$ cat config.mk
export PLATFORM = sky130hd
export DESIGN_NAME = rfor_fifo
export DESIGN_NICKNAME = d
export VERILOG_FILES = /design/src/rtl/rfor_pkg.sv /design/src/rtl/rfor_fifo.sv
export SDC_FILE = /design/constraint.sdc
export NUM_CORES = 1
export LEC_CHECK = 0
export BUFFER_PORTS_ARGS = -buffer_cell sky130_fd_sc_hd__buf_2
export CORE_MARGIN = 3
export CORE_UTILIZATION = 26
export DETAILED_ROUTE_END_ITERATION = 16
export HOLD_SLACK_MARGIN = 0.06
export PLACE_DENSITY_LB_ADDON = 0.08
export SETUP_SLACK_MARGIN = 0.4
export SYNTH_ARGS = -nofsm -noshare
export SYNTH_HDL_FRONTEND = slang
export SYNTH_SLANG_ARGS = --single-unit
export TNS_END_PERCENT = 30
$ cat constraint.sdc
create_clock -name clk_i -period 13.9 [get_ports clk_i]
set_input_delay 1.39 -clock clk_i [delete_from_list [all_inputs] [get_ports clk_i]]
set_output_delay 1.39 -clock clk_i [all_outputs]
set_load 0.01 [all_outputs]
$ cat src/rtl/rfor_pkg.sv
// Shared types and codes for the rectangle fill and outline rasteriser.
package rfor_pkg;

  // Request and rectangle kind codes as they arrive on the command port.
  localparam logic [1:0] REQ_CLEAR    = 2'd0;
  localparam logic [1:0] REQ_DRAW     = 2'd1;
  localparam logic [1:0] REQ_READ     = 2'd2;
  localparam logic [1:0] KIND_OUTLINE = 2'd0;
  localparam logic [1:0] KIND_FILLED  = 2'd1;

  // Configuration register indexes.
  localparam logic [1:0] CFG_BOARD_WIDTH  = 2'd0;
  localparam logic [1:0] CFG_BOARD_HEIGHT = 2'd1;
  localparam logic [1:0] CFG_BG_CHAR      = 2'd2;

  localparam logic [9:0] BOARD_SIZE_RESET = 10'd512;
  localparam logic [7:0] BG_CHAR_RESET    = 8'd32;

  // Width of an edge position once a size has been added to it.
  localparam int unsigned EDGE_W = 19;

  typedef enum logic [2:0] {
    OP_CLEAR,
    OP_DRAW,
    OP_REJECT,
    OP_READ,
    OP_NOP
  } op_e;

  // One classified command as it travels from the front end to the engine.
  typedef struct packed {
    op_e                      op;
    logic                     filled;
    logic signed [EDGE_W-1:0] left;
    logic signed [EDGE_W-1:0] left_in;
    logic signed [EDGE_W-1:0] right;
    logic signed [EDGE_W-1:0] right_in;
    logic signed [EDGE_W-1:0] top;
    logic signed [EDGE_W-1:0] top_in;
    logic signed [EDGE_W-1:0] bottom;
    logic signed [EDGE_W-1:0] bottom_in;
    logic [7:0]               ch;
    logic [8:0]               col;
    logic [8:0]               row;
    logic                     in_store;
  } cmd_t;

endpackage

$ cat src/rtl/rfor_fifo.sv
// Short command queue between the front end and the raster engine.
module rfor_fifo #(
  parameter int unsigned DEPTH = 2
) (
  input  logic          clk_i,
  input  logic          rst_ni,
  input  logic          push_i,
  input  rfor_pkg::cmd_t data_i,
  output logic          full_o,
  input  logic          pop_i,
  output rfor_pkg::cmd_t data_o,
  output logic          empty_o
);
  import rfor_pkg::*;

  localparam int unsigned PTR_W = (DEPTH > 1) ? $clog2(DEPTH) : 1;
  localparam int unsigned CNT_W = $clog2(DEPTH + 1);

  cmd_t             mem_q [DEPTH];
  logic [PTR_W-1:0] wr_ptr_q, rd_ptr_q;
  logic [CNT_W-1:0] count_q;

  always_ff @(posedge clk_i) begin
    if (push_i) begin
      mem_q[wr_ptr_q] <= data_i;
    end
  end

  always_ff @(posedge clk_i or negedge rst_ni) begin
    if (!rst_ni) begin
      wr_ptr_q <= '0;
      rd_ptr_q <= '0;
      count_q  <= '0;
    end else begin
      if (push_i) begin
        wr_ptr_q <= (wr_ptr_q == PTR_W'(DEPTH - 1)) ? '0 : wr_ptr_q + 1'b1;
      end
      if (pop_i) begin
        rd_ptr_q <= (rd_ptr_q == PTR_W'(DEPTH - 1)) ? '0 : rd_ptr_q + 1'b1;
      end
      if (push_i && !pop_i) begin
        count_q <= count_q + 1'b1;
      end else if (pop_i && !push_i) begin
        count_q <= count_q - 1'b1;
      end
    end
  end

  assign data_o  = mem_q[rd_ptr_q];
  assign full_o  = (count_q == CNT_W'(DEPTH));
  assign empty_o = (count_q == '0);

endmodule

# After elaboration in Yosys (flattened, before gate mapping)
# Memories as Yosys holds them, arrays and structs flattened.
# Index checks and enable logic that the tools add are counted.
# Widths: inputs -> output; s select.
dict set report totals {
  reg_bits 4
  ramBits 366
  in_bits 187
  out_inout_bits 185
  wordCells 21
  n_memories 1
}
# name words width read_ports rd_clocked_by_memory_dff wr line
set mem_list {}
lappend mem_list {mem_q 2 183 1 0 1 rfor_fifo.sv:19} ;# cmd_t mem_q [DEPTH];
dict set report op_classes {
  n_addsub 4
  eq_ne 1
  n_mux 6
  n_reduce_logical 6
}
# op count
set ops {}
lappend ops {{$mux 1} 4}
lappend ops {{$mux 2} 2}
lappend ops {{$add 1x1->1 const B} 2}
lappend ops {{$add 2x1->2 const B} 1}
lappend ops {{$eq 2x2->1 const B} 1}
lappend ops {{$logic_and 1x1->1} 2}
lappend ops {{$logic_not 1->1} 2}
lappend ops {{$logic_not 2->1} 1}
lappend ops {{$reduce_bool 2->1} 1}
lappend ops {{$sub 2x1->2 const B} 1}

# Logic depth before layout (Yosys ltp)
dict set report logic_depth {
  depth_word 4
  depth_mapped 5
  depth_no_buf 5
}

# Least setup slack after synthesis
# Ideal clock, no wire load.
dict set report synth_path {
  path_kind {input -> register}
  start {input port push_i}
  end {memory mem_q[0][0] (netlist name) (enable)}
  setup_ns 0.751
  arrival_time_ns 9.287
  required_time_ns 13.149
  path_slack_ns 3.862
  path_stages 1
  n_path_buf 0
  cell_sequence {nor2b_1}
}
dict set report synth_via {
  elab_chain_len 2
}
# item line
set synth_lines {}
lappend synth_lines {{from (decl)} rfor_fifo.sv:7} ;# input logic push_i,
lappend synth_lines {{$mux 1} rfor_fifo.sv:24} ;# if (push_i) begin
lappend synth_lines {{$mux 1 (implied by the code)} rfor_fifo.sv:25} ;# mem_q[wr_ptr_q] <= data_i;
lappend synth_lines {{to (decl)} rfor_fifo.sv:19}
# Every way passes these cells.

==> metrics.md <==
| Metric | Value |
|---|---|
| Layout area overhead | `28.9%` |
| Run status | `finished clean` |
| Via count | `6872` |
| DR pass1 iterations | `4` |
| Final setup TNS | `0 ps` |
| GRT Util Overall | `11.4%` |
| Tcrit/Tclk final | `32.3%` |
| CTS Buf Count | `43` |
| Sw power | `0.00102 W` |
| Final Max Tran Viols | `0` |
| Number of global-route vias before repair | `7211` |
| Setup bufs post-CTS | `0` |
| Worst skew pair latency | `550 ps` |
| Seq pwr share | `44.6%` |
| Lkg Pwr | `6.36 nW` |
| IO Count | `372` |
| Worst Hold Class | `reg2reg` |
| Critical path arrival | `3100 ps` |
| Kind of critical path | `reg2out` |
| DRT iter0 DRCs | `369` |
| First-pass GRT wire length | `46.4 mm` |
| Layout cell share with drive strength beyond 1 | `60.4%` |
| Worst EP required | `12510 ps` |
| Synth cell types | `13` |
| Resized cells post-CTS | `0` |
| CP Launch Type | `flop` |
| Post-route cell area | `17300 um2` |
| Final HPWL DP | `20.8 mm` |
| PD cells | `203 nW/um2` |
| # DRC | `0` |
| Final Setup Violations | `0` |
| Max IR drop VDD | `0.0835 mV` |
| Clock buffer depth | `3` |
| Clock skew | `21.7 ps` |
| Crit end category | `primary output` |
| Clock transition at path regs | `60 ps` |
| Ys Warns | `0` |
| Die extent in x | `233 um` |
| Internal | `0.00249 W` |
| Post-Syn Area | `13400 um2` |
| Max H-tree Level | `2` |
| Critical-path maximum fanout | `62` |
| DP Area | `16000 um2` |
| Max-slew headroom | `36.0%` |
| Sw Ratio | `29.0%` |
| Met3 Routed Length | `2.97 mm` |
| MaxCap Viol Count | `0` |
| Pin count of the biggest net entering global routing | `66` |
| # rows | `82` |
| Initial core utilization | `26.5%` |
| Clock Sinks | `370` |
| Routed wire length | `32.1 mm` |
| RSZ-0062 raised after global routing | `false` |
| RePlAce Congestion | `0.722` |
| Achievable Freq | `223 MHz` |
| Placed cells | `1617` |
| Syn Nets | `773` |
| Reg area | `11100 um2` |
| Seq/Total Area, Yosys | `82.7%` |
| Logic pwr share | `26.8%` |
| Top sig layer | `met5` |
| Mapped Avg Cell Area | `22.9 um2` |
| Fillcell total | `4870` |
| Initial antenna violation count | `13` |
| Footprint of the multi-input gates | `2150 um2` |
| WL met2 | `14.8 mm` |
| Fin. Hold Viols | `0` |
| Final min period | `4490 ps` |
| CTS root buffer | `clkbuf_16` |
| Power share of the clock group | `28.6%` |
| Mapped Cells | `585` |
| DIE AREA | `54300 um2` |
| Yosys reg bits | `370` |
| Wl on met1 | `13.5 mm` |
| TritonCTS clock tree | `yes` |
| Total grt overflow | `0` |
| Final #Nets | `1178` |
| ANT nets after route | `0` |
| Slew @ Worst Pin | `961 ps` |
| Vias per Instance | `4.05` |
| Wirelength per Cell | `18.9 um` |
| Core Area | `50600 um2` |
| IO Port Bufs | `371` |
| Hold buffers post-CTS | `0` |
| Non-Filler Instances | `1697` |
| Die H | `233 um` |
| Power, Total | `0.00351 W` |
logic make-up after synthesis:
family	count (synthesis)	share of synthesized area, %
flip-flops	370	82.7
multiplexers	183	15.4
buffers and inverters	21	1.28
XOR/XNOR	5	0.327
AND/OR/NAND/NOR	5	0.196
adder cells (fa/ha/maj)	1	0.0933
area by class of cell:
cell class                      instances  share of cell area (%)
Antenna cell                            4                  0.0579
Clock buffer                           58                    6.80
Clock inverter                         18                   0.449
Inverter                                1                  0.0217
Multi-Input combinational cell        194                    12.5
Sequential cell                       370                    64.2
Tap cell                              672                    4.87
Timing Repair Buffer                  380                    11.1
power by group through the flow:
stage | clock, W | sequential, W | combinational [W]
floorplan | 0 | 0.00159 | 0.000627
global placement | 0 | 0.00160 | 0.000980
detailed placement | 0 | 0.00159 | 0.000977
CTS | 0.00105 | 0.00157 | 0.000983
global route | 0.00110 | 0.00159 | 0.00103
finish | 0.00101 | 0.00157 | 0.000942
path summary, 6_finish.rpt:
check,start,slack (ps),cells after the start,endpoint
max,rd_ptr_q,9410,3,data_o[159]
min,count_q[1],490,1,count_q[1]
max reg2reg,wr_ptr_q,11240,3,mem_q[1][50]
min reg2reg,count_q[1],490,1,count_q[1]
max in group asynchronous,rst_ni,13100,1,rd_ptr_q
min in group asynchronous,rst_ni,650,1,rd_ptr_q
per-stage QoR:
| stage | hold slack, ps | util (%) | setup WS [ps] |
|---|---|---|---|
| 2_1_floorplan | 455 | - | 3860 |
| 3_3_place_gp | 474 | 31.7 | 9890 |
| 3_5_place_dp | 484 | 31.7 | 9900 |
| 4_1_cts | 491 | 34.1 | 9270 |
| 5_1_grt | 545 | 34.2 | 9210 |
| 6_report | 495 | 34.2 | 9410 |
critical path, cell delays in order, from the launching register on:
cell,delay [ps]
dfrtp_4,1000
buf_4,830
mux2_2,450
buf_2,150
cells in the mapped netlist (all sizes together):
library cell | number | area, um2
and2 | 1 | 6.26
buf | 20 | 168
dfrtp | 4 | 100
edfxtp | 366 | 11000
ha | 1 | 12.5
inv | 1 | 3.75
mux2 | 183 | 2060
nor2 | 2 | 7.51
nor2b | 2 | 12.5
xnor2 | 1 | 8.76
xor2 | 4 | 35.0
cells in the final DEF (no fill, tap or decap):
cell type and instances:
clkinv_2 5, dfrtp_4 1, clkinvlp_4 1, xor2_1 4, ha_1 1, clkbuf_1 13, clkinv_1 12, dfrtp_1 3
diode_2 4, clkbuf_16 45, nor2b_1 1, buf_4 9, buf_2 371, and2_4 1, mux2_2 183, inv_1 1
xnor2_1 1, edfxtp_1 366, nor2b_4 1, nor2_1 2
state kept, by name, indices dropped and copies added (netlist names):
| register | cells |
|---|---|
| mem_q | 366 |
| count_q | 2 |
| rd_ptr_q | 1 |
| wr_ptr_q | 1 |
per-layer routing:
| metal | GRT usage (%) | up-vias |
|---|---|---|
| met5 | 0 | - |
| met4 | 3.66 | 18 |
| met3 | 4.89 | 69 |
| met2 | 17.9 | 242 |
| met1 | 14.2 | 3384 |
| li1 | - | 3159 |
No activity file was read; power rests on OpenSTA's default activity.
