### src/rtl/rfor_pkg.sv
// Shared types and codes for the rectangle fill and outline rasteriser.
package rfor_pkg;

  // Request and rectangle kind codes as they arrive on the command port.
  localparam logic [1:0] REQ_CLEAR    = 2'd0;
  localparam logic [1:0] REQ_DRAW     = 2'd1;
  localparam logic [1:0] REQ_READ     = 2'd2;
  localparam logic [1:0] KIND_OUTLINE = 2'd0;
  localparam logic [1:0] KIND_FILLED  = 2'd1;

  // Configuration register indexes.
  localparam logic [1:0] CFG_BOARD_WIDTH  = 2'd0;
  localparam logic [1:0] CFG_BOARD_HEIGHT = 2'd1;
  localparam logic [1:0] CFG_BG_CHAR      = 2'd2;

  localparam logic [9:0] BOARD_SIZE_RESET = 10'd512;
  localparam logic [7:0] BG_CHAR_RESET    = 8'd32;

  // Width of an edge position once a size has been added to it.
  localparam int unsigned EDGE_W = 19;

  typedef enum logic [2:0] {
    OP_CLEAR,
    OP_DRAW,
    OP_REJECT,
    OP_READ,
    OP_NOP
  } op_e;

  // One classified command as it travels from the front end to the engine.
  typedef struct packed {
    op_e                      op;
    logic                     filled;
    logic signed [EDGE_W-1:0] left;
    logic signed [EDGE_W-1:0] left_in;
    logic signed [EDGE_W-1:0] right;
    logic signed [EDGE_W-1:0] right_in;
    logic signed [EDGE_W-1:0] top;
    logic signed [EDGE_W-1:0] top_in;
    logic signed [EDGE_W-1:0] bottom;
    logic signed [EDGE_W-1:0] bottom_in;
    logic [7:0]               ch;
    logic [8:0]               col;
    logic [8:0]               row;
    logic                     in_store;
  } cmd_t;

endpackage

### src/rtl/rfor_front.sv
// Command front end: takes a command beat, classifies it and precomputes edges.
module rfor_front #(
  parameter int unsigned MAX_COLS  = 512,
  parameter int unsigned MAX_ROWS  = 512,
  parameter int unsigned FRAC_BITS = 8
) (
  input  logic           clk_i,
  input  logic           rst_ni,
  input  logic           start_i,
  output logic           busy_o,
  input  logic [1:0]     req_type_i,
  input  logic [8:0]     cell_col_i,
  input  logic [8:0]     cell_row_i,
  input  logic [1:0]     rect_kind_i,
  input  logic [17:0]    rect_left_i,
  input  logic [17:0]    rect_top_i,
  input  logic [17:0]    rect_width_i,
  input  logic [17:0]    rect_height_i,
  input  logic [7:0]     rect_char_i,
  output logic           push_o,
  output rfor_pkg::cmd_t cmd_o,
  input  logic           full_i
);
  import rfor_pkg::*;

  localparam logic [EDGE_W-1:0] ONE = EDGE_W'(1 << FRAC_BITS);

  logic       valid_q;
  cmd_t       cmd_q, cmd_d;
  logic       accept;
  logic [EDGE_W-1:0] left_x, top_x, width_x, height_x;
  logic       bad_size;

  assign accept = start_i && !valid_q;

  always_comb begin
    left_x   = {rect_left_i[17], rect_left_i};
    top_x    = {rect_top_i[17], rect_top_i};
    width_x  = {rect_width_i[17], rect_width_i};
    height_x = {rect_height_i[17], rect_height_i};
    bad_size = rect_width_i[17] || (rect_width_i == '0) ||
               rect_height_i[17] || (rect_height_i == '0);

    cmd_d           = '0;
    cmd_d.filled    = (rect_kind_i == KIND_FILLED);
    cmd_d.left      = left_x;
    cmd_d.left_in   = left_x + ONE;
    cmd_d.right     = left_x + width_x;
    cmd_d.right_in  = left_x + width_x - ONE;
    cmd_d.top       = top_x;
    cmd_d.top_in    = top_x + ONE;
    cmd_d.bottom    = top_x + height_x;
    cmd_d.bottom_in = top_x + height_x - ONE;
    cmd_d.ch        = rect_char_i;
    cmd_d.col       = cell_col_i;
    cmd_d.row       = cell_row_i;
    cmd_d.in_store  = (32'(cell_col_i) < MAX_COLS) && (32'(cell_row_i) < MAX_ROWS);

    unique case (req_type_i)
      REQ_CLEAR: cmd_d.op = OP_CLEAR;
      REQ_DRAW: begin
        if ((rect_kind_i != KIND_OUTLINE && rect_kind_i != KIND_FILLED) || bad_size) begin
          cmd_d.op = OP_REJECT;
        end else begin
          cmd_d.op = OP_DRAW;
        end
      end
      REQ_READ: cmd_d.op = OP_READ;
      default:  cmd_d.op = OP_NOP;
    endcase
  end

  always_ff @(posedge clk_i) begin
    if (accept) begin
      cmd_q <= cmd_d;
    end
  end

  always_ff @(posedge clk_i or negedge rst_ni) begin
    if (!rst_ni) begin
      valid_q <= 1'b0;
    end else if (accept) begin
      valid_q <= 1'b1;
    end else if (push_o) begin
      valid_q <= 1'b0;
    end
  end

  assign push_o = valid_q && !full_i;
  assign cmd_o  = cmd_q;
  assign busy_o = valid_q;

endmodule

### config.mk
export PLATFORM = sky130hd
export DESIGN_NAME = rfor_front
export DESIGN_NICKNAME = d
export VERILOG_FILES = /design/src/rtl/rfor_pkg.sv /design/src/rtl/rfor_front.sv
export SDC_FILE = /design/constraint.sdc
export NUM_CORES = 1
export LEC_CHECK = 0
export BUFFER_PORTS_ARGS = -buffer_cell sky130_fd_sc_hd__buf_2
export CAP_MARGIN = 20
export CELL_PAD_IN_SITES_DETAIL_PLACEMENT = 1
export CELL_PAD_IN_SITES_GLOBAL_PLACEMENT = 1
export CORE_MARGIN = 2
export CORE_UTILIZATION = 40
export DETAILED_ROUTE_END_ITERATION = 8
export PLACE_DENSITY_LB_ADDON = 0.1
export SLEW_MARGIN = 20
export SYNTH_ARGS = -nofsm -noshare
export SYNTH_HDL_FRONTEND = slang
export SYNTH_SLANG_ARGS = --single-unit
### constraint.sdc
create_clock -name clk_i -period 14.1 [get_ports clk_i]
set_input_delay 2.82 -clock clk_i [delete_from_list [all_inputs] [get_ports clk_i]]
set_output_delay 2.82 -clock clk_i [all_outputs]
set_load 0.005 [all_outputs]
; Word-level counts from Yosys, hierarchy flattened
; Cells that the tools add are included.
[classes]
eq_ne = 4
reduce_logical = 14
mux = 4
addsub = 6
[op_table]
columns = operator, n
row1 = adder 18 x 10 -> 19 bit (second input constant), 2
row2 = adder 18 x 18 -> 19 bit, 2
row3 = subtractor 19 x 9 -> 19 bit (second input constant), 2
row4 = logical NOT 18 bit, 2
row5 = case mux 3 bit (3 select lines), 1
row6 = equality test 2 x 1 -> 1 bit (second input constant), 2
row7 = logical OR 1 bit, 4
row8 = nonzero test 2 bit, 2
row9 = logical AND 1 bit, 3
row10 = equality test 2 bit (second input constant), 1
row11 = logical NOT 1 bit, 2
row12 = logical NOT 2 bit, 1
row13 = 2-to-1 mux 1 bit, 2
row14 = 2-to-1 mux 2 bit, 1
row15 = inequality test 2 x 1 -> 1 bit (second input constant), 1
[word_totals]
in_bits = 106
word_cells = 42
register_bits = 181

; Depth between registers and ports, before layout
[logic_depth]
depth_word = 7
ltp_mapped = 14

; Worst setup path after synthesis
; Ideal clock, no wire load.
[synth_timing]
kind = input to register
start = input port start_i
end = register cmd_q, in the netlist cmd_o[100], enable pin
path_slack_ns = 4.169
path_buffers = 0
required_ns = 13.424
cell_stages = 1
arrival_time_ns = 9.255
setup_time_ns = 0.676
path_cell_list = nor2b_1
[synth_between]
elab_chain_len = 1
[synth_lines]
columns = item, line
row1 = "start, declared", rfor_front.sv:9  ; input logic start_i,
row2 = logical AND 1 bit, rfor_front.sv:34  ; assign accept = start_i && !valid_q;
row3 = "end signal, assigned", rfor_front.sv:75  ; cmd_q <= cmd_d;
row4 = "end, declared", rfor_front.sv:29  ; cmd_t cmd_q, cmd_d;
; No other way between the ends.
; A chain may end at the register's enable or synchronous reset.

; Worst setup path in the final report
[layout_timing]
start = input port full_i
end = output port push_o
[layout_between]
elab_chain_len = 2
[layout_lines]
columns = item, line
row1 = "start, declared", rfor_front.sv:22  ; input logic full_i
row2 = logical NOT 1 bit, rfor_front.sv:89  ; assign push_o = valid_q && !full_i;
row3 = logical AND 1 bit, rfor_front.sv:89
row4 = "end, declared", rfor_front.sv:20  ; output logic push_o,
; No other way between the ends.

==> impl_metrics.csv <==
group,metric,value,unit
clock_network,cts-buffers-inserted,17,
synthesis,netlist-cell-type-count,60,
die,initial_utilization,40.76,%
clock_network,clk_latency,0.42,ns
critical_path,worst_path_most_repeated_cell,"buf_2",
pwr,power_density,133.3,mW/mm2
final_layout,syn_to_final_growth,28.26,%
final_layout,antenna_cells,0,
sta,slew_headroom,42.61,%
synthesis,synth.most_common_cell,"edfxtp_1",
synthesis,syn_nets,690,
grt,overflow,0,
clock_network,cts_setup_buffers,0,
final_layout,nFillCells,1949,
synthesis,syn_inst,542,
clock_network,clkTransAtPathRegs,0.06,ns
sta,fin_tns_setup,0,ns
synthesis,synth_edf_count,148,
synthesis,ys_seq_area_share,61.25,%
sta,worstMarginPinSlew,0.8609,ns
final_layout,layout-drive-gt1-share,40.80,%
synthesis,yosysWarnings,0,
critical_path,path_class,"primary input to output port",
worst_hold_path,hold_start,"busy_o",
route,dr.pass1.iters,4,
synthesis,synth_top_area_share,60.91,%
grt,grt_pass1_vias,5676,
critical_path,arrival,3.13,ns
place,dpl.hpwl,15530,um
sta,period_minus_slack,5.949,ns
clock_network,htree_levels,4,
grt,antenna_found_initial,1,
die,fp.dieH,139.1,um
synthesis,yosysTopAreaCell,"edfxtp_1",
pwr,ir_drop,81.66,uV
job,cap_violations,0,
grt,grt_pass1_wl,30370,um
sta,whs,0.6120,ns
synthesis,syn_area,0.007297,mm2
route,routed_wl,19900,um
synthesis,avgSynthCellArea,13.46,um2
route,via_per_inst,5.099,
synthesis,async_flop_share,0.6711,%
route,final_antenna_net_count,0,
grt,grt_max_degree,69,
route,routedWlPerCell,18.86,um
critical_path,required,11.28,ns
sta,min_period_over_period,42.19,%
critical_path,cp_max_fo,2,
die,die_w,139.1,um
die,ios,291,
sta,fmax,168.1,MHz
place,gp_congestion,0.8747,
clock_network,cts_buffer_depth,2,
synthesis,ys_seq_elements,149,
clock_network,clkSinkCount,149,
die,rows,49,
critical_path,cp_slowest_stage_delay,0.11,ns
route,drtIter0Drc,377,
outcome,status,"finished clean",
sta,slew_viol_final,0,
critical_path,cp_slowest_cell,"buf_2",
sta,final-setup-viol-count,0,
critical_path,path_cells,"buf_2 -> nor2b_1 -> buf_2",
sta,rsz0062_at_grt,"no",
final_layout,nets,962,
route,dr_total_vias,5379,
critical_path,worstSetupStartpoint,"full_i",
place,portBuffers,289,
synthesis,synth_ff_type,"edfxtp_1",
clock_network,cts_tree,"yes",
clock_network,ctsHoldBuffers,0,
critical_path,worst_setup_path_end_kind,"output port",
clock_network,cts_resized,0,
critical_path,startpoint_type,"primary input",
die,die_area,0.01934,mm2
critical_path,cp_num_buf_inv,2,
sta,finalHoldViolCount,0,
synthesis,yosys-top-cells-count,"148 x edfxtp_1, 40 x ha_1, 35 x buf_4",
worst_hold_path,hold_path_class,"register to register",
grt,track_usage,20.30,%
critical_path,path_delay_family,"buffers and inverters",
pwr,p_leak,3.992,nW
die,core_area,0.01790,mm2
synthesis,synth.area.top_cells,"edfxtp_1 61%, ha_1 6.9%, xor2_1 3.8%",
clock_network,clock-root-buffer,"clkbuf_16",
sta,finalClockSkew,0.01262,ns
critical_path,r2r-start,"busy_o",
route,drc,0,
## metal layers
| metal | wire length [um] | up-vias | global-route usage (%) | share of wire (%) |
|---|---|---|---|---|
| met1 | 7902 | 2647 | 22.52 | 40 |
| met2 | 10650 | 167 | 37.13 | 54 |
| met4 | 444 | 2 | 8.187 | 2.2 |
| met5 | 8 | - | 0 | 0.040 |
| met3 | 893 | 28 | 5.145 | 4.5 |
| li1 | - | 2535 | - | - |
## logic make-up (layout without fill, tap and decap cells)
group	count (synthesis)	in the layout	synth area share [%]
other	1	1	0.05139
AO/OA/AOI/OAI	88	88	8.231
AND/OR/NAND/NOR	141	141	10.51
buffers and inverters	58	342	4.887
adder cells (fa/ha/maj)	42	42	7.407
flip-flops	149	149	61.25
XOR/XNOR	63	63	7.665
## cell type report
cell class	count	area (um2)	area share (%)
repair buffers	291	1461	15.61
multi-input cells	335	2479	26.48
well taps	229	286.5	3.061
flip-flops and latches	149	4469	47.75
clock buffers	19	432.9	4.626
inverters	20	75.07	0.8021
clock inverters	12	155.1	1.658
## registers in the layout, summed over array words and instances, names as in the netlist
name    cells
busy_o      1
cmd_o     148
## through the flow
| step | area, um2 | worst slack [ns] | total power [mW] | utilization [%] | cells |
|---|---|---|---|---|---|
| after detailed placement | 8771 | 7.988 | 0.8004 | 48.99 | 1024 |
| after global placement | 8771 | 8.150 | 0.7915 | 48.99 | 1024 |
| after floorplan | 7297 | 4.169 | 0.7131 | - | 542 |
| after CTS | 9359 | 8.146 | 1.261 | 52.28 | 1055 |
| final | 9359 | 8.151 | 1.248 | 52.28 | 1055 |
| after global routing | 9359 | 8.094 | 1.304 | 52.28 | 1055 |
## worst paths after layout
kind	to	slack (ns)	cells past startpoint
min	busy_o	0.61	1
max	push_o	8.15	3
min in group asynchronous	busy_o	2.16	1
max in group asynchronous	busy_o	11.86	1
min reg2reg	busy_o	0.61	1
max reg2reg	cmd_o[22]	11.04	3
## cells in the final DEF, fill, tap and decap left out, types with 17 or more instances in the layout
cell type / n
inv_1: 19
xor2_1: 32
a21oi_1: 30
xnor2_1: 30
ha_1: 40
buf_2: 289
edfxtp_1: 148
nand3_1: 19
nand2_1: 34
clkbuf_16: 17
nor2_1: 23
## report_power, final
group / leakage [nW] / internal, mW / switching, mW
logic: 2.31 / 0.0936 / 0.135
clock network: 0.275 / 0.278 / 0.180
registers: 1.41 / 0.549 / 0.0124
total: 3.99 / 0.920 / 0.328
Note: power is estimated with default switching activity, not from simulation.
