[config.mk]
export PLATFORM = sky130hd
export DESIGN_NAME = rfor_back
export DESIGN_NICKNAME = d
export VERILOG_FILES = /design/src/rtl/rfor_pkg.sv /design/src/rtl/rfor_back.sv
export SDC_FILE = /design/constraint.sdc
export NUM_CORES = 1
export LEC_CHECK = 0
export ABC_CLOCK_PERIOD_IN_PS = 7000
export BUFFER_PORTS_ARGS = -buffer_cell sky130_fd_sc_hd__buf_2
export CAP_MARGIN = 20
export CELL_PAD_IN_SITES_DETAIL_PLACEMENT = 1
export CELL_PAD_IN_SITES_GLOBAL_PLACEMENT = 1
export CORE_UTILIZATION = 45
export DETAILED_ROUTE_END_ITERATION = 8
export MAX_ROUTING_LAYER = met4
export PLACE_DENSITY = 0.91
export SYNTH_ARGS = -nofsm -noshare
export SYNTH_HDL_FRONTEND = slang
export SYNTH_SLANG_ARGS = --single-unit
export TNS_END_PERCENT = 5
[constraint.sdc]
create_clock -name clk_i -period 7 [get_ports clk_i]
set_clock_uncertainty 0.2 [all_clocks]
set_input_delay 0.7 -clock clk_i [delete_from_list [all_inputs] [get_ports clk_i]]
set_output_delay 0.7 -clock clk_i [all_outputs]
set_load 0.03 [all_outputs]
[src/rtl/rfor_pkg.sv]
// Shared types and codes for the rectangle fill and outline rasteriser.
package rfor_pkg;

  // Request and rectangle kind codes as they arrive on the command port.
  localparam logic [1:0] REQ_CLEAR    = 2'd0;
  localparam logic [1:0] REQ_DRAW     = 2'd1;
  localparam logic [1:0] REQ_READ     = 2'd2;
  localparam logic [1:0] KIND_OUTLINE = 2'd0;
  localparam logic [1:0] KIND_FILLED  = 2'd1;

  // Configuration register indexes.
  localparam logic [1:0] CFG_BOARD_WIDTH  = 2'd0;
  localparam logic [1:0] CFG_BOARD_HEIGHT = 2'd1;
  localparam logic [1:0] CFG_BG_CHAR      = 2'd2;

  localparam logic [9:0] BOARD_SIZE_RESET = 10'd512;
  localparam logic [7:0] BG_CHAR_RESET    = 8'd32;

  // Width of an edge position once a size has been added to it.
  localparam int unsigned EDGE_W = 19;

  typedef enum logic [2:0] {
    OP_CLEAR,
    OP_DRAW,
    OP_REJECT,
    OP_READ,
    OP_NOP
  } op_e;

  // One classified command as it travels from the front end to the engine.
  typedef struct packed {
    op_e                      op;
    logic                     filled;
    logic signed [EDGE_W-1:0] left;
    logic signed [EDGE_W-1:0] left_in;
    logic signed [EDGE_W-1:0] right;
    logic signed [EDGE_W-1:0] right_in;
    logic signed [EDGE_W-1:0] top;
    logic signed [EDGE_W-1:0] top_in;
    logic signed [EDGE_W-1:0] bottom;
    logic signed [EDGE_W-1:0] bottom_in;
    logic [7:0]               ch;
    logic [8:0]               col;
    logic [8:0]               row;
    logic                     in_store;
  } cmd_t;

endpackage

[src/rtl/rfor_back.sv]
// Raster engine: scans the active area for clear and draw, and serves reads.
module rfor_back #(
  parameter int unsigned MAX_COLS  = 512,
  parameter int unsigned MAX_ROWS  = 512,
  parameter int unsigned FRAC_BITS = 8,
  localparam int unsigned ADDR_W =
    (MAX_COLS * MAX_ROWS > 1) ? $clog2(MAX_COLS * MAX_ROWS) : 1
) (
  input  logic              clk_i,
  input  logic              rst_ni,
  input  rfor_pkg::cmd_t    cmd_i,
  input  logic              empty_i,
  output logic              pop_o,
  input  logic [9:0]        board_width_i,
  input  logic [9:0]        board_height_i,
  input  logic [7:0]        bg_char_i,
  output logic              ram_we_o,
  output logic [ADDR_W-1:0] ram_waddr_o,
  output logic [7:0]        ram_wdata_o,
  output logic [ADDR_W-1:0] ram_raddr_o,
  input  logic [7:0]        ram_rdata_i,
  output logic              done_o,
  output logic [7:0]        cell_char_o,
  output logic              status_o
);
  import rfor_pkg::*;

  localparam int unsigned CI_W  = (MAX_COLS > 1) ? $clog2(MAX_COLS) : 1;
  localparam int unsigned RI_W  = (MAX_ROWS > 1) ? $clog2(MAX_ROWS) : 1;
  localparam int unsigned CC_W  = $clog2(MAX_COLS + 1);
  localparam int unsigned RC_W  = $clog2(MAX_ROWS + 1);
  localparam int unsigned POS_W = ((CI_W > RI_W) ? CI_W : RI_W) + FRAC_BITS;
  localparam int unsigned CMP_W = ((POS_W > EDGE_W) ? POS_W : EDGE_W) + 1;

  typedef enum logic [1:0] {
    ST_IDLE,
    ST_SCAN,
    ST_RD_ISSUE,
    ST_RD_DONE
  } state_e;

  state_e            state_q;
  logic              clear_q, filled_q;
  logic [EDGE_W-1:0] left_q, left_in_q, right_q, right_in_q;
  logic [EDGE_W-1:0] top_q, top_in_q, bottom_q, bottom_in_q;
  logic [7:0]        ch_q;
  logic [CI_W-1:0]   col_q;
  logic [RI_W-1:0]   row_q;
  logic [CC_W-1:0]   cols_q, cols;
  logic [RC_W-1:0]   rows_q, rows;
  logic [ADDR_W-1:0] row_base_q, rd_addr_q;
  logic              done_q, status_q;
  logic [7:0]        cell_char_q;

  logic signed [CMP_W-1:0] x_pos, y_pos;
  logic              in_x, in_y, edge_x, edge_y, paint, last_col, last_row;

  function automatic logic signed [CMP_W-1:0] sx(input logic [EDGE_W-1:0] v);
    return {{(CMP_W - EDGE_W){v[EDGE_W-1]}}, v};
  endfunction

  assign cols = (32'(board_width_i) > MAX_COLS) ? CC_W'(MAX_COLS) : CC_W'(board_width_i);
  assign rows = (32'(board_height_i) > MAX_ROWS) ? RC_W'(MAX_ROWS) : RC_W'(board_height_i);

  // Cell (col,row) sits at the integer point, so its fixed point position is
  // the index shifted up by the fraction width.
  always_comb begin
    x_pos  = CMP_W'({col_q, {FRAC_BITS{1'b0}}});
    y_pos  = CMP_W'({row_q, {FRAC_BITS{1'b0}}});
    in_x   = (x_pos >= sx(left_q)) && (x_pos <= sx(right_q));
    in_y   = (y_pos >= sx(top_q)) && (y_pos <= sx(bottom_q));
    edge_x = (x_pos < sx(left_in_q)) || (x_pos > sx(right_in_q));
    edge_y = (y_pos < sx(top_in_q)) || (y_pos > sx(bottom_in_q));
    paint  = clear_q || (in_x && in_y && (filled_q || edge_x || edge_y));
  end

  assign last_col = ((CC_W'(col_q) + CC_W'(1)) == cols_q);
  assign last_row = ((RC_W'(row_q) + RC_W'(1)) == rows_q);

  assign pop_o       = (state_q == ST_IDLE) && !empty_i;
  assign ram_we_o    = (state_q == ST_SCAN) && paint;
  assign ram_waddr_o = row_base_q + ADDR_W'(col_q);
  assign ram_wdata_o = ch_q;
  assign ram_raddr_o = rd_addr_q;

  always_ff @(posedge clk_i or negedge rst_ni) begin
    if (!rst_ni) begin
      state_q     <= ST_IDLE;
      clear_q     <= 1'b0;
      filled_q    <= 1'b0;
      left_q      <= '0;
      left_in_q   <= '0;
      right_q     <= '0;
      right_in_q  <= '0;
      top_q       <= '0;
      top_in_q    <= '0;
      bottom_q    <= '0;
      bottom_in_q <= '0;
      ch_q        <= '0;
      col_q       <= '0;
      row_q       <= '0;
      cols_q      <= '0;
      rows_q      <= '0;
      row_base_q  <= '0;
      rd_addr_q   <= '0;
      done_q      <= 1'b0;
      status_q    <= 1'b0;
      cell_char_q <= '0;
    end else begin
      done_q <= 1'b0;
      unique case (state_q)
        ST_IDLE: begin
          if (!empty_i) begin
            status_q    <= 1'b0;
            cell_char_q <= '0;
            unique case (cmd_i.op) inside
              OP_CLEAR, OP_DRAW: begin
                clear_q     <= (cmd_i.op == OP_CLEAR);
                filled_q    <= cmd_i.filled;
                left_q      <= cmd_i.left;
                left_in_q   <= cmd_i.left_in;
                right_q     <= cmd_i.right;
                right_in_q  <= cmd_i.right_in;
                top_q       <= cmd_i.top;
                top_in_q    <= cmd_i.top_in;
                bottom_q    <= cmd_i.bottom;
                bottom_in_q <= cmd_i.bottom_in;
                ch_q        <= (cmd_i.op == OP_CLEAR) ? bg_char_i : cmd_i.ch;
                cols_q      <= cols;
                rows_q      <= rows;
                col_q       <= '0;
                row_q       <= '0;
                row_base_q  <= '0;
                if (cols == '0 || rows == '0) begin
                  done_q <= 1'b1;
                end else begin
                  state_q <= ST_SCAN;
                end
              end
              OP_REJECT: begin
                status_q <= 1'b1;
                done_q   <= 1'b1;
              end
              OP_READ: begin
                if (cmd_i.in_store) begin
                  rd_addr_q <= ADDR_W'(32'(cmd_i.row) * MAX_COLS + 32'(cmd_i.col));
                  state_q   <= ST_RD_ISSUE;
                end else begin
                  done_q <= 1'b1;
                end
              end
              default: begin
                done_q <= 1'b1;
              end
            endcase
          end
        end
        ST_SCAN: begin
          if (last_col) begin
            col_q <= '0;
            if (last_row) begin
              done_q  <= 1'b1;
              state_q <= ST_IDLE;
            end else begin
              row_q      <= row_q + 1'b1;
              row_base_q <= row_base_q + ADDR_W'(MAX_COLS);
            end
          end else begin
            col_q <= col_q + 1'b1;
          end
        end
        ST_RD_ISSUE: begin
          state_q <= ST_RD_DONE;
        end
        ST_RD_DONE: begin
          cell_char_q <= ram_rdata_i;
          done_q      <= 1'b1;
          state_q     <= ST_IDLE;
        end
        default: begin
          state_q <= ST_IDLE;
        end
      endcase
    end
  end

  assign done_o      = done_q;
  assign cell_char_o = cell_char_q;
  assign status_o    = status_q;

endmodule

Word-level counts from Yosys, hierarchy flattened
Cells that the tools add are included.
Widths: inputs -> output; s select.
- bits in registers: 248
- logic and storage cells: 114
- add/sub/neg operators: 7
- $lt $le $gt $ge: 10
- equal/unequal tests: 16
- muxes and demuxes: 32
- bitwise operators: 1
- reduce and logical (&&, ||, !) cells: 27
- operator list (kind ; count):
    $mux 18 ; 4
    $mux 9 ; 5
    $ge 18x19->1 ; 2
    $gt 18x19->1 ; 2
    $le 18x19->1 ; 2
    $lt 18x19->1 ; 2
    $add 18x9->18 ; 2
    $pmux 18 s2 ; 1
    $pmux 9 s2 ; 2
    $add 9x1->10 const B ; 2
    $eq 10x10->1 ; 2
    $gt 10x10->1 const B ; 2
    $logic_not 10->1 ; 2
    $mux 10 ; 2
    $add 18x10->18 const B ; 1
    $add 9x1->9 const B ; 2
    $mux 8 ; 2
    $pmux 8 s2 ; 1
    $mux 2 ; 5
    $ne 2x2->1 const B ; 4
    $pmux 2 s4 ; 1
    $eq 3x2->1 const B ; 2
    $logic_and 1x1->1 ; 6
    $logic_or 1x1->1 ; 6
    21 further kinds ; 31

Logic depth before layout (Yosys ltp)
- word-level depth: 8
- mapped depth: 11

Least setup slack after synthesis
Ideal clock, no wire load.
- kind: register -> output
- from: register col_q[8]
- to: output ram_we_o
- arrival: 2.784 ns
- data required time: 6.100 ns
- slack: 3.316 ns
- cell stages (with the launch flop): 8
- path through: dfrtp_1 ha_1 a2111oi_0 a21oi_1 o221ai_1 a21oi_1 and4_1 o41ai_1
- word-level cells in the longest chain between the ends: 7
- elaborated cells between the ends (all ways): 12
- ends and longest elaborated chain (what ; line ; text):
    from (decl) ; rfor_back.sv:47 ; logic [CI_W-1:0] col_q;
    from (signal assigned) ; rfor_back.sv:169 ; col_q <= col_q + 1'b1;
    $lt 18x19->1 or $gt 18x19->1 (tied branches) ; rfor_back.sv:72 ; edge_x = (x_pos < sx(left_in_q)) || (x_pos > sx(right_in_q));
    $logic_or 1x1->1 ; rfor_back.sv:72 ;
    $logic_or 1x1->1 (2 in a row) ; rfor_back.sv:74 ; paint = clear_q || (in_x && in_y && (filled_q || edge_x || edge_y));
    $logic_and 1x1->1 (*) ; rfor_back.sv:74 ;
    $logic_or 1x1->1 (*) ; rfor_back.sv:74 ;
    $logic_and 1x1->1 (*) ; rfor_back.sv:81 ; assign ram_we_o = (state_q == ST_SCAN) && paint;
    to (decl) ; rfor_back.sv:17 ; output logic ram_we_o,
Mark *: on every way between the ends. The rest lies on a longest branch, timed or not.

Final worst setup path
- from: register col_q[5]
- to: output ram_we_o
The elaborated chain is that of the path after synthesis.

==> flow_metrics.py <==
metrics = {
    "power_and_ir_drop": {
        "swShare": 0.374,
        "leakage_nw": 7.42,
        "max-vdd-ir-drop_mv": 0.286,
        "p_sw_mw": 2.28,
        "internal_power_mw": 3.82,
        "clkPwrFrac": 0.242,
        "pwr-share-seq": 0.404,
        "p_per_area_nw_per_um2": 411,
        "comb_power_share": 0.355,
    },
    "clocking": {
        "cts.sinks": 239,
        "clk_pin_slew_ps": 60,
        "ctsResizeCount": 0,
        "cts_buffer_depth": 3,
        "htree_levels": 1,
        "cts_buffers": 28,
        "cts_tree": "built",
        "clockRootBuffer": "clkbuf_16",
        "clock_latency_ps": 540,
        "post_cts_buffers": 0,
        "postCtsHoldBufs": 0,
    },
    "global_route": {
        "grt-ovfl-total": 0,
        "grt_pass1_vias": 10727,
        "track_usage": 0.267,
        "grt_pass1_wl_mm": 57.3,
        "grt_max_degree": 134,
        "antenna_found_initial": 4,
    },
    "routing": {
        "routedWlPerCell_microns": 21.1,
        "drt_iter0_drc": 537,
        "drc": 4,
        "firstDrtPassIters": 6,
        "drt_wl_total_mm": 36.3,
        "vias": 9694,
        "vias_per_cell": 5.64,
        "ant_nets": 0,
    },
    "sta": {
        "rsz0062_at_grt": "false",
        "fin_crit_sh": 0.633,
        "timing.final.crit_period_ps": 4430,
        "setup_ws_ps": 2570,
        "fin_setup_tns_ps": 0,
        "setup_viol": 0,
        "worst_slew_pin_slew_ps": 1100,
        "slew_headroom": 0.269,
        "maxSlewViolCount": 0,
        "hold_viol_final": 0,
        "max_freq_mhz": 226,
    },
    "worst_setup_path": {
        "crit_required_ps": 6100,
        "critPathLaunch": "col_q[5]",
        "reg2regPathDepth": 5,
        "ff2ff_setup_slack_ps": 3460,
        "cp-start-kind": "flop",
        "r2r-start": "state_q[1]",
        "crit_path_end_kind": "output port",
        "cp_max_fo": 12,
        "timing.rr.end": "left_q[17]",
        "crit_arrival_ps": 3530,
        "worst-setup-path-type": "reg2out",
    },
    "flow_run": {
        "cap_viol_max_count": 0,
    },
    "synthesis": {
        "ys_seq_area_frac": 0.487,
        "synthesis.nets": 1399,
        "synth_edf_count": 0,
        "synthFlopType": "dfrtp_1",
        "ys_ff_latch": 239,
        "synth_cell_types": 61,
        "synthArstFlopShare": 1.00,
        "syn_avg_cell_area_sq_um": 11.2,
        "yosysWarnings": 0,
        "syn_area_sq_um": 12300,
        "synthCells": 1102,
    },
    "floorplanning": {
        "io_pins": 278,
        "core_sq_um": 26900,
        "rows": 60,
        "fp.dieArea_sq_um": 28000,
        "die_y_microns": 167,
        "initial_core_util": 0.457,
        "die_w_microns": 167,
    },
    "layout": {
        "num-nets-final": 1646,
        "area_delta_synth_final_pct": 20.8,
        "stdcell_area_sq_um": 14800,
        "fillers": 2974,
        "finish.utilization": 0.552,
        "drive_gt1_frac": 0.376,
        "fin_cells": 1720,
    },
    "placed_design": {
        "routabilityCongestion": 0.816,
        "portBuffers": 277,
        "place_area_sq_um": 13900,
        "pre_cts_ws_ps": 3140,
        "hpwl_mm": 26.3,
        "dp_cells": 1659,
    },
    "status": {
        "violations": "DRC",
        "outcome": "finished, violations left",
    },
    "hold_path": {
        "hp-class": "in2async",
    },
}
-- final cells by class --
| type | count | area [sq um] | share of cell area |
|---|---|---|---|
| Clock buffer | 40 | 817 | 0.0550 |
| Timing Repair Buffer | 287 | 1470 | 0.0991 |
| Clock inverter | 12 | 119 | 0.00801 |
| Inverter | 83 | 312 | 0.0210 |
| Tap cell | 341 | 427 | 0.0287 |
| Sequential cell | 239 | 5980 | 0.403 |
| Antenna cell | 8 | 20.0 | 0.00135 |
| Multi-Input combinational cell | 710 | 5700 | 0.384 |
-- cells in the final DEF, fill, tap and decap left out, types with 9 or more instances in the layout --
master and count:
mux2i_1 11, nand2_1 66, nand4_1 10, nand3_1 31, nor2_1 36, or4_1 10
a31oi_1 9, a21oi_1 47, nor3_1 14, inv_1 83, buf_2 276, clkbuf_16 29
buf_4 10, nand2b_1 22, o21ai_0 41, dfrtp_1 239, xnor2_1 12, nor4_1 12
ha_1 75, mux2_2 174, a21o_1 14, o211ai_1 12
-- stage by stage --
stage | hold WS (ps) | power, mW
2_1_floorplan | 204 | 3.83
3_3_place_gp | 260 | 4.38
3_5_place_dp | 273 | 4.61
4_1_cts | 129 | 6.14
5_1_grt | 161 | 6.51
6_report | 40.0 | 6.11
-- worst max-delay path by stage --
stage               endpoint  slack, ps  cells past startpoint
floorplan           ram_we_o       3320                      7
global placement    ram_we_o       3130                      8
detailed placement  ram_we_o       3140                      8
CTS                 ram_we_o       2540                      8
global route        ram_we_o       2320                      7
finish              ram_we_o       2570                      8
-- power groups by stage --
stage	Sequential (mW)	Clock (mW)	Combinational, mW
after floorplan	2.32	0	1.50
final	2.46	1.48	2.17
after global placement	2.41	0	1.97
after global routing	2.53	1.56	2.41
after CTS	2.46	1.50	2.18
after detailed placement	2.47	0	2.14
-- Yosys cell counts (5+ instances only) --
library cell  count  area, sq um
nor4b_1           6         52.6
a22o_1            5         43.8
a21o_1           14          105
o21ai_0          41          205
buf_2            22          110
nor4_1           12         75.1
inv_1            83          312
xnor2_1          12          105
and3_1            7         43.8
or4_1            10         75.1
mux2_2          174         1960
nand2_1          66          248
nor2b_1           8         50.1
nor3_1           14         70.1
a2111oi_0         5         43.8
o311ai_0          6         52.6
a31oi_1           9         56.3
o211ai_1         12         90.1
mux2i_1          11          110
nor2_1           36          135
dfrtp_1         239         5980
clkbuf_1         41          154
nand2b_1         22          138
a21oi_1          47          235
xor2_1            8         70.1
o22ai_1           8         50.1
ha_1             75          938
nand3_1          31          155
nand4_1          10         62.6
-- metal layers --
layer	vias to the layer above	GRT usage	part of all wire
met3	93	0.0411	0.046
met2	299	0.466	0.52
li1	4435	-	-
met4	0	0.102	0.036
met5	-	-	0
met1	4867	0.309	0.40
-- logic make-up after synthesis --
kind of cell | count (synthesis) | share of synthesized area
and+or+nand+nor | 247 | 0.107
xor gates and xnor gates | 20 | 0.0143
buffers and inverters | 153 | 0.0503
muxes | 185 | 0.168
adders and majority gates | 75 | 0.0764
AOI/OAI and AO/OA | 183 | 0.0975
DFF | 239 | 0.487
-- state kept, by name, indices dropped and copies added, names as in the netlist --
name         cells
ram_raddr_o     18
right_q         19
top_in_q        19
cell_char_o      8
bottom_in_q     19
filled_q         1
row_q            9
right_in_q      19
rows_q          10
status_o         1
clear_q          1
left_in_q       19
state_q          2
left_q          19
top_q           19
row_base_q       9
done_o           1
bottom_q        19
cols_q          10
ram_wdata_o      8
col_q            9
-- critical path: stages, from the launching register on --
cell,delay (ps)
dfrtp_1,600
ha_1,420
nand4_1,140
nor4_1,260
nand3_1,170
a311oi_1,510
o21ai_0,250
o41ai_1,370
buf_2,280
(Power assumes the default switching activity.)
